<file path="src/rku_divider.sv">
// Restoring divider, one quotient bit per cycle.
`timescale 1ns / 1ps
module rku_divider #(
  parameter int NW = 20,
  parameter int DW = 7
) (
  input  logic          clk,
  input  logic          rst,
  input  logic          go,
  input  logic [NW-1:0] num,
  input  logic [DW-1:0] den,
  output logic          done,
  output logic [NW-1:0] quo
);
  localparam int CW = $clog2(NW + 1);
  logic [NW-1:0] q;
  logic [DW:0] rem;
  logic [CW-1:0] cnt;
  logic run;
  logic [DW:0] trial;
  always_comb trial = {rem[DW-1:0], q[NW-1]};
  always_ff @(posedge clk) begin
    if (rst) begin
      run <= 1'b0;
      done <= 1'b0;
    end else begin
      done <= 1'b0;
      if (go) begin
        run <= 1'b1;
        q <= num;
        rem <= '0;
        cnt <= CW'(NW);
      end else if (run) begin
        if (trial >= {1'b0, den}) begin
          rem <= trial - {1'b0, den};
          q <= {q[NW-2:0], 1'b1};
        end else begin
          rem <= trial;
          q <= {q[NW-2:0], 1'b0};
        end
        cnt <= cnt - 1'b1;
        if (cnt == CW'(1)) begin
          run <= 1'b0;
          done <= 1'b1;
        end
      end
    end
  end
  assign quo = q;
endmodule

</file>
<file path="config.mk">
export PLATFORM = sky130hd
export DESIGN_NAME = rku_divider
export DESIGN_NICKNAME = d
export VERILOG_FILES = /design/src/rku_divider.sv
export SDC_FILE = /design/constraint.sdc
export NUM_CORES = 1
export LEC_CHECK = 0
export ABC_CLOCK_PERIOD_IN_PS = 3000
export BUFFER_PORTS_ARGS = -buffer_cell sky130_fd_sc_hd__buf_2
export CORE_UTILIZATION = 30
export CTS_CLUSTER_SIZE = 20
export DETAILED_ROUTE_END_ITERATION = 10
export HOLD_SLACK_MARGIN = 0.03
export PLACE_DENSITY = 0.53
export SLEW_MARGIN = 20
export SYNTH_ARGS = -nofsm -noshare
export SYNTH_HDL_FRONTEND = slang
export SYNTH_SLANG_ARGS = --single-unit
export TNS_END_PERCENT = 20
</file>
<file path="constraint.sdc">
create_clock -name clk -period 3 [get_ports clk]
set_input_delay 0.6 -clock clk [delete_from_list [all_inputs] [get_ports clk]]
set_output_delay 0.6 -clock clk [all_outputs]
set_load 0.01 [all_outputs]
</file>
==> flow_summary.toml, run 1 <==
[critical_path]
crit_slowest_cell = "fa_1"
path_class = "in -> reg"
r2r_end = "rem[1]"
worstPathRequired_ns = 3.11
cp_max_fo = 7
regToRegSetupSlack_ns = 0.89
crit_path_end_kind = "register"
reg2reg_depth = 8
startpoint = "den[0]"
crit_arrival_ns = 2.22
crit_chain = "buf_2 -> ha_1 -> fa_1 -> nand2b_1 -> o2bb2ai_2 -> a31oi_4 -> nor3_1 -> a211oi_1"
crit_path_start_kind = "input pin"
reg2reg_from = "quo[19]"
critical_path.max_stage_delay_ns = 0.40

[placement]
dp_hpwl_mm = 2.73
placed_cells = 276
gp_congestion = 0.723
port_buffers = 50
pre_cts_ws_ns = 0.611
postPlaceCellArea_um2 = 2230

[routing]
ant_nets = 0
viasPerCell = 4.79
drt_iter0_drc = 55
drt-total-wl_mm = 3.72
avgRoutedWirePerCell_um = 13.1
num_vias = 1359
drc = 0
firstDrtPassIters = 4

[synth]
synth_xor_area_frac = 0.0186
netlist.top_cell.by_area = "edfxtp_1"
synth_fa_ha_area_frac = 0.0705
synth-compound-area-share = 0.112
synth.area.top_cells = "edfxtp_1 (51%), mux2_2 (12%), ha_1 (6.0%), a21oi_1 (2.4%), nor2_1 (2.4%)"
synth_ff_type = "edfxtp_1"
ys_warn_count = 0
avgSynthCellArea_um2 = 12.2
synth_edf_count = 32
synth_cells = 154
ys_seq_area_frac = 0.532
ys_top_cells_by_count = "edfxtp_1 (32), mux2_2 (20), nor2_1 (12), inv_1 (11)"
synthesis.area_um2 = 1880
synthesis.nets = 194
yosys-mux-area-fraction = 0.130
synth_top_family_by_area = "multiplexers"
synth-seq-cells = 34
synth_top_area_frac = 0.511
synthArstFlopShare = 0
synth-simple-area-share = 0.101
synth_cell_type_count = 39
synth_most_common_cell = "edfxtp_1"

[sta]
post-route-min-period_ns = 2.11
setup_violations = 0
finalSetupTns_ns = 0
hold_viol = 0
fin_crit_sh = 0.703
rsz0062_at_grt = "false"
worst_pin_slew_ns = 0.407
finalMaxSlewViolations = 0
relSlewSlack = 0.728
fmax_mhz = 474
fin_ws_ns = 0.892
finClkSkew_ns = 0.00650

[cts]
numCtsBuffers = 5
cts_hold_buf = 0
cts_max_level = 2
postCtsSetupRepairBufs = 0
clock_sinks = 34
cts_tree = "built"
worst_skew_pair.late_latency_ns = 0.28
cts_root_buf = "clkbuf_8"
path_clk_slew_ns = 0.07
postCtsResizedCells = 0
cts_buffer_depth = 2

[final_layout]
fillers = 591
drive_above_1_share = 0.411
fin_nets = 248
num_antenna_cells = 0
finalNonFillerCells = 284
design_area_um2 = 2320
areaGrowthSynthToFinish_pct = 23.6

[die]
dieArea_um2 = 6590
start_util = 0.314
die_y_um = 81.2
rows = 28
io_pins = 51
die_x_um = 81.2
coreArea_um2 = 5990

[global_route]
grt_antenna_before_repair = 0
grt.overflow.total = 0
grt_start_max_net_pins = 29
grt_use_total = 0.127
grt_pass1_wl_mm = 6.24
grt_pass1_vias = 1336

[pwr]
p_per_area_nw_per_um2 = 508
irDropWorstVdd_uv = 233
leakage_nw = 0.933
power_w = 0.00118

[hold_path]
hold_start = "run"
hold_depth = 1
hold_class = "reg -> reg"
hold_path_end = "done"

[status]
outcome = "complete, no violations"

[job]
drv_cap = 0
## logic make-up after synthesis
| family | after synthesis |
|---|---|
| DFF | 34 |
| muxes | 22 |
| adders and majority gates | 10 |
| xor gates and xnor gates | 4 |
| and+or+nand+nor | 38 |
| buffers and inverters | 17 |
| AOI/OAI and AO/OA | 29 |
## flip-flops by register name, summed over array words and instances (netlist names)
| name | flops |
|---|---|
| quo | 20 |
| rem | 7 |
| run | 1 |
| done | 1 |
| cnt | 5 |
## critical path: cells and delay by family
kind	cells	cell delay [ns]
fa+ha+maj	2	0.61
simple gates	2	0.29
compound gates	3	0.62
buf+inv	1	0.10
## final cells by class
type	instances	area, µm²	share of cell area
repair buffers	52	278	0.120
multi-input cells	103	816	0.351
well taps	75	93.8	0.0404
inverters	12	45.0	0.0194
flip-flops and latches	34	1000	0.431
clock buffers	8	90.1	0.0388
## metrics by stage
| stage | util | hold slack [ns] |
|---|---|---|
| after floorplan | - | 0.454 |
| after global placement | 0.373 | 0.467 |
| after detailed placement | 0.373 | 0.477 |
| after CTS | 0.388 | 0.486 |
| after global routing | 0.388 | 0.506 |
| final | 0.388 | 0.483 |
## cell usage in the layout, fill, tap and decap left out, types with 2 or more instances in the layout
| cell | instances |
|---|---|
| mux2i_1 | 2 |
| nand2b_1 | 3 |
| buf_2 | 50 |
| a21oi_1 | 9 |
| nand3_1 | 6 |
| mux2_2 | 20 |
| edfxtp_1 | 32 |
| o21ai_0 | 5 |
| a211oi_1 | 2 |
| o22ai_1 | 2 |
| nor2_1 | 11 |
| ha_1 | 9 |
| xnor2_1 | 4 |
| o21a_1 | 2 |
| inv_1 | 11 |
| nor3b_1 | 2 |
| nor3_1 | 3 |
| nand2_1 | 4 |
| clkbuf_1 | 2 |
| dfxtp_1 | 2 |
| clkbuf_8 | 6 |
## how the worst max path moves through the flow
stage             end  slack [ns]  cells after the start
5_1_grt        rem[1]        0.74                      8
4_1_cts        rem[1]        0.88                      8
6_report       rem[1]        0.89                      8
2_1_floorplan  cnt[0]        0.33                      3
3_5_place_dp   rem[3]        0.61                      8
3_3_place_gp   rem[1]        0.66                      8
## metal layers
metal | routed length (µm) | track usage | up-vias | share of wire
met5 | 0 | 0 | - | 0
met4 | 22 | 0.0375 | 0 | 0.0059
met3 | 271 | 0.0472 | 4 | 0.073
met2 | 1530 | 0.184 | 48 | 0.41
met1 | 1900 | 0.174 | 630 | 0.51
li1 | - | - | 677 | -
## power by group
group	total (W)	internal (W)	switching (W)
registers	0.000582	0.000564	0.0000184
clock network	0.000344	0.000187	0.000157
logic	0.000254	0.000120	0.000134
No activity file was read; power rests on OpenSTA's default activity.
==> run 2: changes to the inputs <==
ABC_CLOCK_PERIOD_IN_PS = 2000   (was 3000)
clock period = 2 ns   (was 3 ns; I/O delays follow)
==> run 2 against run 1 <==
Compared with the run above:
- global-route usage rose by 0.29 points
- clock-buffer cell count shrank 1
- sequential share of layout area fell by 2.5 points
- register-to-register slack worse by 0.90 ns
- routed wire length rose by 1.8%
- cell count increased by 3.2%
- clock skew fell by 0.00053 ns
- setup slack lost 0.90 ns
- via count is 2.4% higher
- total power increased by 63%
- largest cell class unchanged
- the run now ends with setup timing left
- combinational power grew 73%
==> flow_summary.toml, run 2 (synthesis gave the netlist of run 1 again) <==
[status]
outcome = "complete, but fails checks"
violations = "setup timing"

[cts]
cts_hold_buf = 0
cts_root_buf = "clkbuf_8"
worst_skew_pair.late_latency_ns = 0.28
cts_max_level = 2
cts_tree = "built"
cts_buffer_depth = 2
clock_sinks = 34
numCtsBuffers = 5
postCtsSetupRepairBufs = 0
path_clk_slew_ns = 0.07

[final_layout]
fin_nets = 257
seq_area_um2 = 1000
finalNonFillerCells = 293
layout_commonest_cell = "buf_2"
largest_reg_flops = 20
areaGrowthSynthToFinish_pct = 31.1
design_area_um2 = 2460
multi_input_area_um2 = 873
post-route-util = 0.411
num_antenna_cells = 0
final_cell_mix = "buf_2 (50), edfxtp_1 (32), mux2_2 (19), inv_1 (11), nor2_1 (11)"
fillers = 594
drive_above_1_share = 0.472

[pwr]
leakage_nw = 1.00
irDropWorstVdd_uv = 388
p_per_area_nw_per_um2 = 783
power_w = 0.00193

[die]
dieArea_um2 = 6590
io_pins = 51
die_y_um = 81.2
start_util = 0.314
coreArea_um2 = 5990
die_x_um = 81.2
rows = 28

[sta]
relSlewSlack = 0.664
fin_ws_ns = -0.00731
hold_viol = 0
finalMaxSlewViolations = 0
finClkSkew_ns = 0.00597
fin_crit_sh = 1.00
fmax_mhz = 498
post-route-min-period_ns = 2.01
worst_pin_slew_ns = 0.502
rsz0062_at_grt = "true"
setup_violations = 1

[hold_path]
hold_start = "rst"
hold_class = "in -> reg"
hold_depth = 2
hold_path_end = "done"

[critical_path]
crit_slowest_cell = "edfxtp_1"
crit_arrival_ns = 2.04
crit_path_end_kind = "register"
crit_path_start_kind = "register"
path_delay_family = "flip-flops"
reg2reg_from = "rem[2]"
crit_chain = "ha_1 -> nor2_1 -> o2bb2ai_4 -> a31o_4 -> nand2_4 -> mux2_4"
worstPathRequired_ns = 2.03
r2r_end = "quo[0]"
path_class = "reg -> reg"
reg2reg_depth = 6
regToRegSetupSlack_ns = -0.007
cp_max_fo = 6
critical_path.max_stage_delay_ns = 0.43
crit_buf_inv = 0

[job]
drv_cap = 0

[placement]
port_buffers = 50
postPlaceCellArea_um2 = 2300
dp_hpwl_mm = 2.75
pre_cts_ws_ns = -0.198
placed_cells = 285
gp_congestion = 0.689

[global_route]
grt_pass1_vias = 1373
grt_use_total = 0.129
grt.overflow.total = 0
grt_pass1_wl_mm = 6.33
grt_start_max_net_pins = 34
grt_antenna_before_repair = 0

[routing]
drt-total-wl_mm = 3.79
drc = 0
firstDrtPassIters = 4
viasPerCell = 4.75
drt_iter0_drc = 41
num_vias = 1392
avgRoutedWirePerCell_um = 12.9
ant_nets = 0
-- run 2: worst max-delay path by stage --
stage               startpoint  slack, ns  depth (start not counted)      to
finish                  rem[2]     -0.007                          6  quo[0]
global route           quo[19]      -0.09                          8  rem[0]
CTS                    quo[19]      -0.05                          8  rem[1]
detailed placement      den[0]      -0.20                          8  rem[1]
global placement        den[0]      -0.13                          8  rem[1]
floorplan              quo[19]     -0.005                          8  rem[2]
-- run 2: per-stage QoR --
stage          setup TNS, ns  hold slack, ns
5_1_grt               -0.620           0.299
2_1_floorplan        -0.0337           0.454
4_1_cts               -0.244           0.296
6_report            -0.00731           0.305
3_5_place_dp           -1.19           0.480
3_3_place_gp          -0.899           0.469
-- run 2: power by group --
| part | switching [W] | internal [W] | total [W] | leakage [nW] |
|---|---|---|---|---|
| Combinational | 0.000224 | 0.000216 | 0.000440 | 0.628 |
| Clock | 0.000243 | 0.000373 | 0.000616 | 0.0524 |
| Sequential | 0.0000271 | 0.000846 | 0.000873 | 0.322 |
| Total | 0.000494 | 0.00144 | 0.00193 | 1.00 |
-- run 2: layer usage --
| layer | wire, µm | track usage |
|---|---|---|
| met4 | 17 | 0.0375 |
| met2 | 1600 | 0.193 |
| met1 | 1860 | 0.167 |
| met5 | 0 | 0 |
| met3 | 306 | 0.0596 |
-- run 2: area by class of cell --
type | instances | area share
flip-flops and latches | 34 | 0.406
multi-input cells | 103 | 0.354
repair buffers | 61 | 0.140
well taps | 75 | 0.0381
clock buffers | 7 | 0.0310
inverters | 12 | 0.0183
clock inverters | 1 | 0.0122
-- run 2: repair_timing --
| item | CTS | global route |
|---|---|---|
| gates resized for setup | 4 | 8 |
| pin swaps | 3 | 6 |
| endpoints found under the setup margin | 8 | 8 |
